**config.mk**
```make
export PLATFORM = sky130hd
export DESIGN_NAME = dissemination_barrier_unit
export DESIGN_NICKNAME = d
export VERILOG_FILES = /design/src/hdl/dbu_pkg.sv /design/src/hdl/dbu_ram.sv /design/src/hdl/dbu_sweep.sv /design/src/hdl/dissemination_barrier_unit.sv
export SDC_FILE = /design/constraint.sdc
export NUM_CORES = 2
export LEC_CHECK = 0
export ABC_AREA = 1
export BUFFER_PORTS_ARGS = -buffer_cell sky130_fd_sc_hd__buf_2
export CAP_MARGIN = 30
export CORE_MARGIN = 8
export CORE_UTILIZATION = 28
export DETAILED_ROUTE_END_ITERATION = 10
export MAX_ROUTING_LAYER = met4
export PLACE_DENSITY = 0.48
export RECOVER_POWER = 100
export SLEW_MARGIN = 10
export SYNTH_ARGS = -nofsm -noshare
export SYNTH_HDL_FRONTEND = slang
export SYNTH_SLANG_ARGS = --single-unit
```
**constraint.sdc**
```tcl
create_clock -name clk -period 50.3 [get_ports clk]
set_input_delay 12.575 -clock clk [delete_from_list [all_inputs] [get_ports clk]]
set_output_delay 12.575 -clock clk [all_outputs]
set_load 0.03 [all_outputs]
```
**src/hdl/dbu_pkg.sv**
```systemverilog
// ----------------------------------------------------------------------------
// dbu_pkg
// Shared constants, codes and helpers for the dissemination barrier unit.
// ----------------------------------------------------------------------------
package dbu_pkg;

  localparam int DEF_MAX_THREADS = 64;
  localparam int DEF_MAX_ROUNDS  = 6;

  // result status codes
  localparam logic [1:0] ST_WAIT = 2'd0;
  localparam logic [1:0] ST_ADV  = 2'd1;
  localparam logic [1:0] ST_REL  = 2'd2;
  localparam logic [1:0] ST_ERR  = 2'd3;

  // action codes
  localparam logic CMD_ARRIVE = 1'b0;
  localparam logic CMD_POLL   = 1'b1;

  // ceil(log2(p)) for p >= 1: one past the top set bit of p - 1
  function automatic int unsigned ceil_log2(input logic [31:0] p);
    logic [31:0] pm1;
    int unsigned res;
    pm1 = p - 32'd1;
    res = 0;
    for (int i = 0; i < 32; i++) begin
      if (pm1[i]) begin
        res = i + 1;
      end
    end
    return res;
  endfunction

endpackage

```
**src/hdl/dbu_ram.sv**
```systemverilog
// ----------------------------------------------------------------------------
// dbu_ram
// Generic simple dual-port RAM, one write and one registered read port.
// ----------------------------------------------------------------------------
module dbu_ram #(
  parameter int WIDTH = 8,
  parameter int DEPTH = 64
) (
  input  logic                     clk,
  input  logic                     wr_en,
  input  logic [$clog2(DEPTH)-1:0] wr_addr,
  input  logic [WIDTH-1:0]         wr_data,
  input  logic                     rd_en,
  input  logic [$clog2(DEPTH)-1:0] rd_addr,
  output logic [WIDTH-1:0]         rd_data
);

  logic [WIDTH-1:0] mem [DEPTH];

  always_ff @(posedge clk) begin
    if (wr_en) begin
      mem[wr_addr] <= wr_data;
    end
    // read data holds until the next read
    if (rd_en) begin
      rd_data <= mem[rd_addr];
    end
  end

endmodule

```
**src/hdl/dbu_sweep.sv**
```systemverilog
// ----------------------------------------------------------------------------
// dbu_sweep
// Clearing pass: walks every address once after reset or a restart.
// ----------------------------------------------------------------------------
module dbu_sweep #(
  parameter int DEPTH = 768
) (
  input  logic                     clk,
  input  logic                     rst,
  input  logic                     start,
  output logic                     busy,
  output logic [$clog2(DEPTH)-1:0] addr
);

  localparam int AW = $clog2(DEPTH);

  always_ff @(posedge clk) begin
    if (rst || start) begin
      busy <= 1'b1;
      addr <= '0;
    end else if (busy) begin
      if (addr == AW'(DEPTH - 1)) begin
        busy <= 1'b0;
      end
      addr <= addr + AW'(1);
    end
  end

endmodule

```
**src/hdl/dissemination_barrier_unit.sv**
```systemverilog
// ----------------------------------------------------------------------------
// dissemination_barrier_unit
// Hardware dissemination barrier: arrive and poll actions of many threads.
// ----------------------------------------------------------------------------
// One action transaction in, one result transaction out. An arrive reads the
// per-thread state RAM, then updates; a poll reads the thread state, then
// its own flag from the flag RAM, then updates. An error is reported after
// the thread state read. Both RAMs have a registered read.
// After reset and after every num_threads write a clearing pass walks the
// MAX_THREADS*MAX_ROUNDS*2 flag addresses (768 by default), zeroing every
// flag and restoring every thread to parity 0, sense 1, round 0, inactive;
// act_stall stays high during the pass. A finished result sits in an output
// register, so the next action can start while it waits to be taken.
// ----------------------------------------------------------------------------
module dissemination_barrier_unit #(
  parameter int MAX_THREADS = dbu_pkg::DEF_MAX_THREADS,
  parameter int MAX_ROUNDS  = dbu_pkg::DEF_MAX_ROUNDS
) (
  input  logic                             clk,
  input  logic                             rst,
  // configuration: num_threads
  input  logic                             cfg_wr_en,
  input  logic [$clog2(MAX_THREADS+1)-1:0] cfg_wr_data,
  // action channel
  input  logic                             act_valid,
  output logic                             act_stall,
  input  logic [$clog2(MAX_THREADS)-1:0]   thread,
  input  logic                             command,
  // result channel
  output logic                             res_valid,
  input  logic                             res_stall,
  output logic [1:0]                       status,
  output logic [$clog2(MAX_ROUNDS+1)-1:0]  round,
  output logic                             sense
);

  import dbu_pkg::*;

  localparam int TW         = $clog2(MAX_THREADS);
  localparam int PW         = $clog2(MAX_THREADS + 1);
  localparam int RW         = $clog2(MAX_ROUNDS + 1);
  localparam int FLAG_DEPTH = MAX_THREADS * MAX_ROUNDS * 2;
  localparam int FAW        = $clog2(FLAG_DEPTH);
  localparam int SW         = RW + 3;   // {active, round, sense, parity}

  localparam logic [SW-1:0] THR_RESET = {1'b0, {RW{1'b0}}, 1'b1, 1'b0};

  localparam logic [1:0] S_IDLE = 2'd0;
  localparam logic [1:0] S_TST  = 2'd1;   // thread state valid
  localparam logic [1:0] S_FLG  = 2'd2;   // own flag valid

  // flag RAM address of (thread, round, parity)
  function automatic logic [FAW-1:0] flag_addr(input logic [TW-1:0] t,
                                               input logic [RW-1:0] r,
                                               input logic          p);
    return ((FAW'(t) * FAW'(MAX_ROUNDS) + FAW'(r)) << 1) | FAW'(p);
  endfunction

  // config and control registers
  logic [PW-1:0] num_thr;
  logic [RW-1:0] round_count;
  logic [1:0]    state, state_next;
  logic [TW-1:0] t_q;
  logic          cmd_q;

  // clearing pass
  logic           sweep_busy;
  logic [FAW-1:0] sweep_addr;

  // RAM ports
  logic           thr_wr_en, flag_wr_en, flag_rd_en;
  logic [TW-1:0]  thr_wr_addr;
  logic [SW-1:0]  thr_wr_data, thr_rd_data;
  logic [FAW-1:0] flag_wr_addr, flag_rd_addr;
  logic           flag_wr_data, flag_rd_data;

  // per-action update
  logic           act_acc, out_free, fin;
  logic           op_thr_we, op_flag_we;
  logic [SW-1:0]  op_thr_wd;
  logic [FAW-1:0] op_flag_addr;
  logic           op_flag_wd;
  logic [1:0]     res_status;
  logic [RW-1:0]  res_round;
  logic           res_sense;

  // current thread state fields
  logic          cur_par, cur_sen, cur_act;
  logic [RW-1:0] cur_rnd;
  logic          in_mem, t_ok;
  logic [RW-1:0] r1;
  logic [TW:0]   tp1, hop, psum;

  // clamped register value and its round count
  logic [PW-1:0] cfg_p;
  int unsigned   cfg_rc;

  always_comb begin
    cfg_p = cfg_wr_data;
    if (cfg_wr_data == '0) begin
      cfg_p = PW'(1);
    end else if (cfg_wr_data > PW'(MAX_THREADS)) begin
      cfg_p = PW'(MAX_THREADS);
    end
    cfg_rc = ceil_log2(32'(cfg_p));
    if (cfg_rc > MAX_ROUNDS) begin
      cfg_rc = MAX_ROUNDS;
    end
  end

  always_ff @(posedge clk) begin
    if (rst) begin
      num_thr     <= PW'(1);
      round_count <= '0;
    end else if (cfg_wr_en) begin
      num_thr     <= cfg_p;
      round_count <= RW'(cfg_rc);
    end
  end

  dbu_sweep #(
    .DEPTH (FLAG_DEPTH)
  ) u_sweep (
    .clk   (clk),
    .rst   (rst),
    .start (cfg_wr_en),
    .busy  (sweep_busy),
    .addr  (sweep_addr)
  );

  // handshake
  assign act_stall = rst || sweep_busy || (state != S_IDLE);
  assign act_acc   = act_valid && !act_stall;
  assign out_free  = !res_valid || !res_stall;

  always_ff @(posedge clk) begin
    if (act_acc) begin
      t_q   <= thread;
      cmd_q <= command;
    end
  end

  // unpack thread state
  assign cur_par = thr_rd_data[0];
  assign cur_sen = thr_rd_data[1];
  assign cur_rnd = thr_rd_data[RW+1:2];
  assign cur_act = thr_rd_data[RW+2];

  assign in_mem = {1'b0, t_q} < (TW+1)'(MAX_THREADS);
  assign t_ok   = in_mem && ({1'b0, t_q} < (TW+1)'(num_thr));
  assign tp1    = {1'b0, t_q} + (TW+1)'(1);
  assign r1     = cur_rnd + RW'(1);
  // 2^r1 < P whenever the round is not the last, so one subtraction of P wraps
  assign hop    = (TW+1)'(1) << r1;
  assign psum   = {1'b0, t_q} + hop;

  always_comb begin
    logic [TW:0] partner;
    partner      = '0;
    state_next   = state;
    fin          = 1'b0;
    op_thr_we    = 1'b0;
    op_thr_wd    = thr_rd_data;
    op_flag_we   = 1'b0;
    op_flag_addr = '0;
    op_flag_wd   = cur_sen;
    flag_rd_en   = 1'b0;
    flag_rd_addr = flag_addr(t_q, cur_rnd, cur_par);
    res_status   = ST_ERR;
    res_round    = '0;
    res_sense    = 1'b0;

    unique case (state)
      S_IDLE: begin
        if (act_acc) begin
          state_next = S_TST;
        end
      end
      S_TST: begin
        if (!t_ok || (cmd_q == CMD_ARRIVE && cur_act) ||
            (cmd_q == CMD_POLL && !cur_act)) begin
          fin        = 1'b1;
          res_status = ST_ERR;
          res_round  = in_mem ? cur_rnd : '0;
          res_sense  = in_mem ? cur_sen : 1'b0;
        end else if (cmd_q == CMD_ARRIVE) begin
          fin       = 1'b1;
          op_thr_we = 1'b1;
          res_round = '0;
          if (round_count == '0) begin
            // single thread: released on arrival
            op_thr_wd  = {1'b0, RW'(0), cur_sen ^ cur_par, ~cur_par};
            res_status = ST_REL;
            res_sense  = cur_sen ^ cur_par;
          end else begin
            op_thr_wd    = {1'b1, RW'(0), cur_sen, cur_par};
            partner      = (tp1 == (TW+1)'(num_thr)) ? '0 : tp1;
            op_flag_we   = 1'b1;
            op_flag_addr = flag_addr(partner[TW-1:0], RW'(0), cur_par);
            res_status   = ST_WAIT;
            res_sense    = cur_sen;
          end
        end else begin
          flag_rd_en = 1'b1;
          state_next = S_FLG;
        end
      end
      S_FLG: begin
        fin = 1'b1;
        if (cur_rnd >= RW'(MAX_ROUNDS) || flag_rd_data != cur_sen) begin
          res_status = ST_WAIT;
          res_round  = cur_rnd;
          res_sense  = cur_sen;
        end else begin
          op_thr_we = 1'b1;
          res_round = r1;
          if (r1 >= round_count) begin
            op_thr_wd  = {1'b0, r1, cur_sen ^ cur_par, ~cur_par};
            res_status = ST_REL;
            res_sense  = cur_sen ^ cur_par;
          end else begin
            op_thr_wd    = {1'b1, r1, cur_sen, cur_par};
            partner      = (psum >= (TW+1)'(num_thr)) ? psum - (TW+1)'(num_thr) : psum;
            op_flag_we   = 1'b1;
            op_flag_addr = flag_addr(partner[TW-1:0], r1, cur_par);
            res_status   = ST_ADV;
            res_sense    = cur_sen;
          end
        end
      end
      default: begin
        state_next = S_IDLE;
      end
    endcase

    // a finished action waits here until the output register is free
    if (fin) begin
      state_next = out_free ? S_IDLE : state;
    end
  end

  always_ff @(posedge clk) begin
    if (rst || cfg_wr_en) begin
      state <= S_IDLE;
    end else begin
      state <= state_next;
    end
  end

  // result register
  always_ff @(posedge clk) begin
    if (rst) begin
      res_valid <= 1'b0;
    end else if (fin && out_free) begin
      res_valid <= 1'b1;
    end else if (res_valid && !res_stall) begin
      res_valid <= 1'b0;
    end
  end

  always_ff @(posedge clk) begin
    if (fin && out_free) begin
      status <= res_status;
      round  <= res_round;
      sense  <= res_sense;
    end
  end

  // RAM write muxes: clearing pass owns both RAMs while it runs
  always_comb begin
    if (sweep_busy) begin
      thr_wr_en    = sweep_addr < FAW'(MAX_THREADS);
      thr_wr_addr  = sweep_addr[TW-1:0];
      thr_wr_data  = THR_RESET;
      flag_wr_en   = 1'b1;
      flag_wr_addr = sweep_addr;
      flag_wr_data = 1'b0;
    end else begin
      thr_wr_en    = op_thr_we && fin && out_free;
      thr_wr_addr  = t_q;
      thr_wr_data  = op_thr_wd;
      flag_wr_en   = op_flag_we && fin && out_free;
      flag_wr_addr = op_flag_addr;
      flag_wr_data = op_flag_wd;
    end
  end

  dbu_ram #(
    .WIDTH (SW),
    .DEPTH (MAX_THREADS)
  ) u_thr_ram (
    .clk     (clk),
    .wr_en   (thr_wr_en),
    .wr_addr (thr_wr_addr),
    .wr_data (thr_wr_data),
    .rd_en   (act_acc),
    .rd_addr (thread),
    .rd_data (thr_rd_data)
  );

  dbu_ram #(
    .WIDTH (1),
    .DEPTH (FLAG_DEPTH)
  ) u_flag_ram (
    .clk     (clk),
    .wr_en   (flag_wr_en),
    .wr_addr (flag_wr_addr),
    .wr_data (flag_wr_data),
    .rd_en   (flag_rd_en),
    .rd_addr (flag_rd_addr),
    .rd_data (flag_rd_data)
  );

endmodule

```
-- Yosys cells after proc, flatten, opt, wreduce, memory -nomap -nowiden
Memory sizes are Yosys's and may differ from the RTL's. A register that Yosys moved wholly into a read port is not among the register bits.
Cells that the tools add are included.
- register bits: 37
- bits in latches: 0
- RAM bits: 1152
- memory bits (read-only): 0
- input bits: 19
- output and inout port bits: 8
- logic and storage cells: 174
- memories kept: 2
- $add $sub $neg: 8
- $mul: 3
- div/mod/pow operators: 0
- order comparisons: 7
- equality and inequality tests: 10
- shifts and indexed selects: 1
- mux-type cells: 99
- bitwise gates (word level): 6
- reductions and logical operators: 27
- memory list (memory ; words ; bits a word ; rd ports ; clocked after memory_dff ; write ports ; RTL line ; source):
    u_flag_ram.mem ; 768 ; 1 ; 1 ; 1 ; 1 ; dbu_ram.sv:18 ; logic [WIDTH-1:0] mem [DEPTH];
    u_thr_ram.mem ; 64 ; 6 ; 1 ; 1 ; 1 ; dbu_ram.sv:18 ;
- operator list (kind ; count):
    $mux W32 ; 27
    $mux W10 ; 6
    $mux W6 ; 9
    $gt A32 B3 Y1 const B ; 1
    $or A10 B1 Y10 ; 3
    $mux W1 ; 29
    $mul A6 B2 Y8 const B ; 3
    $mux W2 ; 12
    $pmux W10 S2 ; 1
    $add A9 B3 Y9 ; 2
    $mux W3 ; 5
    $mux W7 ; 2
    $pmux W6 S2 ; 1
    $add A10 B1 Y10 const B ; 1
    $eq A10 B10 Y1 const B ; 1
    $lt A10 B7 Y1 const B ; 1
    $logic_and A1 B1 Y1 ; 9
    $ne A3 B3 Y1 const B ; 3
    $pmux W1 S2 ; 4
    $sub A7 B1 Y8 const B ; 1
    $add A6 B1 Y7 const B ; 1
    $add A6 B7 Y7 ; 1
    $eq A7 B7 Y1 ; 1
    $ge A7 B7 Y1 ; 1
    23 further kinds ; 36

-- Depth between registers and ports, before layout
- word-level depth: 38
- gate-level depth with buffers: 42
- gate-level depth less buffers: 39

-- Hierarchy
A second synthesis with hierarchy kept.
- cells, all modules: 5555
- area, all modules: 55223.0 um^2
- modules (own cells, without submodules) (module ; instances ; cells an instance ; area each (um^2) ; sequential area each (um^2)):
    dbu_ram (u_flag_ram) ; 1 ; 3501 ; 34635.7 ; 23092.1
    dbu_ram (u_thr_ram) ; 1 ; 1376 ; 15990.3 ; 11711.2
    dissemination_barrier_unit ; 1 ; 602 ; 4073.9 ; 650.6
    dbu_sweep ; 1 ; 76 ; 523.0 ; 220.2

-- Least setup slack after synthesis
OpenSTA, ideal clock, no wires.
- path type: input to output
- start: input port rst
- end: output port act_stall
- arrival: 12.982 ns
- data required time: 37.725 ns
- slack: 24.743 ns
- cell stages on the path: 2
- path buffers: 0
- cell sequence: inv_1 nand3_1
- word-level cells in the longest chain between the ends: 2
- ends and longest elaborated chain (element ; RTL line ; source):
    from (decl) ; dissemination_barrier_unit.sv:20 ; input logic rst,
    $logic_or A1 B1 Y1 (2 in series) ; dissemination_barrier_unit.sv:132 ; assign act_stall = rst || sweep_busy || (state != S_IDLE);
    to (decl) ; dissemination_barrier_unit.sv:26 ; output logic act_stall,
Every way passes these cells.

-- Final worst setup path
Ends and elaborated chain as after synthesis.

==> impl_metrics.ini <==
[clock_network]
insertion_delay_ns = 0.76
ctsResizeCount = 0
hold_buffers = 0
cts_buffers = 130
cts.clk_slew.worst_paths_ns = 0.06
clock-sinks = 1196
htree_num_levels = 4
post-cts-setup-buffers = 0
cts_tree = done
ctsRootBufferMaster = clkbuf_16
clk_path_buf_depth = 3

[timing]
min_period_ns = 25.78
setup_viol = 0
fin_setup_tns_ns = 0
fmaxAchievable_mhz = 38.8
fin_crit_sh_pct = 51.3
fin_skew_ns = 0.0239
slew_headroom_pct = -575
finalHoldViolCount = 0
worst_slew_pin_slew_ns = 10.12
rsz0062_at_grt = false
setup_slack_ns = 24.52
finalMaxSlewViolations = 2385

[placed_design]
io_buffers = 26
hpwl_mm = 85.9
place_ws_ns = 24.56
numPlacedInstances = 7238
routabilityCongestion = 0.792

[critical_path]
crit_arrival_ns = 13.21
path_cells = buf_2 > inv_1 > nand3_1 > clkbuf_1
start_kind = primary input
critPathRequiredTime_ns = 37.72
critPathMaxStageDelay_ns = 0.33
cp_max_fo = 7
critPathSlowestCell = clkbuf_1
crit_path_end_kind = output pin
path_class = primary input to output pin

[detailed_routing]
ant_nets = 0
post-route-drc-count = 0
routed_via_density = 5.03
first_pass_iters = 5
num_vias = 37700
drt_wl_total_mm = 160
drtIter0Drc = 3500
wire_per_inst_um = 21.4

[synth]
avgSynthCellArea_sq_um = 10.9
synth_cells = 4987
synth_seq_area_share_pct = 65.8
syn-num-nets = 5071
syn-cell-area_sq_um = 54200
synthDistinctLibCells = 56
ys_ff_latch = 1196
yosys_warnings = 0

[global_routing]
track_usage_pct = 15.2
grt_max_degree = 259
grt.overflow.total = 0
grt_pass1_vias = 36300
antenna_found_initial = 2
grt_pass1_wl_mm = 238

[finish]
instances_no_fill = 7482
fin_nets = 4940
drive_above_1_share_pct = 6.68
syn2layout_area_growth_pct = 11.5

[floorplanning]
start_util_pct = 28.2
fp.coreArea_sq_um = 193000
num_rows = 161
ioPinCount = 27
fp.dieW_um = 456
dieArea_sq_um = 208000
chipHeight_um = 456

[min_path]
hp-class = flip-flop to flip-flop

[run]
maxCapViolations = 47

[power]
irDropWorstVdd_mv = 0.0270
power_w = 0.00204
p_leak_nw = 19.9
p_per_area_nw_per_um2 = 33.8

[outcome]
outcome = complete, but fails checks
violations = capacitance limit, slew limit
==> where the power goes <==
group / total [W] / internal [W] / switching, W
registers: 0.00108 / 0.00108 / 0.000000693
clock network: 0.000914 / 0.000516 / 0.000398
logic: 0.0000503 / 0.0000150 / 0.0000354
total: 0.00204 / 0.00161 / 0.000434
==> worst max-delay path, delay by kind of cell <==
family        cells  cell delay [ns]
simple gates      1             0.12
buf+inv           3             0.51
==> metrics by stage <==
stage	util (%)	hold WS [ns]	area [sq um]
2_1_floorplan	-	0.470	54200
3_3_place_gp	29.3	0.490	56500
3_5_place_dp	29.5	0.498	56700
4_1_cts	31.5	0.508	60700
5_1_grt	31.4	0.535	60400
6_report	31.4	0.507	60400
==> cell type report <==
| class | count | area, sq um |
|---|---|---|
| fillers | 19800 | 132000 |
| flip-flops and latches | 1196 | 35700 |
| multi-input cells | 3246 | 16200 |
| clock buffers | 171 | 3490 |
| well taps | 2526 | 3160 |
| repair buffers | 129 | 801 |
| inverters | 153 | 589 |
| clock inverters | 59 | 493 |
| diodes | 2 | 5.00 |
==> placed cells by master, fill, tap and decap left out, types with 6 or more instances in the layout <==
cell       instances
ha_1              58
nor2_1          1488
o211ai_1          32
xnor2_1           13
inv_1            146
buf_4             31
o22ai_1          208
o221ai_1         115
xor2_1            20
a31oi_1            7
nand4_1           18
nand2_2            7
nor3_1            27
a21oi_1           58
nor2_2            55
nand2_1          216
a21oi_4            6
edfxtp_1        1172
clkbuf_1         113
nand3_1          143
a32o_1             9
o21ai_0          690
dfxtp_1           24
clkinv_2          14
clkbuf_16        134
clkinv_1          29
nand4_4           12
buf_2             13
nand4_2            6
==> logic make-up (layout without fill, tap and decap cells) <==
logic type	Yosys count	count (layout)	synth area share (%)
and+or+nand+nor	1988	1988	15.1
xor gates and xnor gates	35	35	0.565
AOI/OAI and AO/OA	1158	1158	12.5
adders and majority gates	65	65	1.58
DFF	1196	1196	65.8
buffers and inverters	545	512	4.45
other	0	2	0
==> state kept, by name, indices dropped and copies added, names as in the netlist <==
name                flops
u_thr_ram.mem         384
round_count             3
res_valid               1
state                   2
u_flag_ram.mem        768
sense                   1
u_sweep.addr           10
status                  2
round                   3
u_thr_ram.rd_data       6
u_sweep.busy            1
u_flag_ram.rd_data      1
cmd_q                   1
t_q                     6
num_thr                 7
==> per-layer routing <==
metal  vias up  share of wire (%)  track usage [%]
li1      17500                  -                -
met1     18900                 45             20.2
met2      1016                 47             24.5
met3       224                5.1             2.04
met4         0                2.3             4.40
met5         -                  0                -
==> cell usage after synthesis, drive strengths merged <==
cell | count | area share [%]
a21oi | 67 | 0.68
xnor2 | 14 | 0.23
o21ai | 693 | 6.4
nor2 | 1545 | 11
nand3 | 144 | 1.3
nand2 | 223 | 1.6
o211ai | 32 | 0.44
o21bai | 3 | 0.042
o32ai | 4 | 0.065
a32o | 9 | 0.17
xor2 | 21 | 0.34
nor4 | 2 | 0.035
nand4 | 36 | 0.82
edfxtp | 1172 | 65
fa | 6 | 0.22
a31oi | 7 | 0.081
or2 | 3 | 0.035
a21boi | 3 | 0.069
nor3 | 27 | 0.25
inv | 152 | 1.1
a22oi | 1 | 0.014
clkbuf | 292 | 2.2
nand3b | 4 | 0.055
o22ai | 208 | 2.4
dfxtp | 24 | 0.89
clkinv | 1 | 0.0069
o221a | 2 | 0.042
and2 | 1 | 0.012
buf | 93 | 1.1
a22o | 3 | 0.051
a21o | 1 | 0.014
a211oi | 5 | 0.069
ha | 59 | 1.4
dlygate4sd1 | 7 | 0.11
o221ai | 115 | 1.9
o311ai | 5 | 0.081
and3 | 3 | 0.035
==> final timing paths <==
check / slack, ns / from / end / depth (start not counted)
worst min register to register: 0.51 / round_count[0]$_SDFFE_PP0P_ / round_count[0]$_SDFFE_PP0P_ / 1
worst min-delay path: 0.51 / round_count[0]$_SDFFE_PP0P_ / round_count[0]$_SDFFE_PP0P_ / 1
worst max register to register: 30.71 / u_sweep.busy$_SDFF_PP1_ / u_flag_ram.mem[595]$_DFFE_PP_ / 9
worst max-delay path: 24.52 / rst / act_stall / 4
Power figures use the tool's default switching activity.
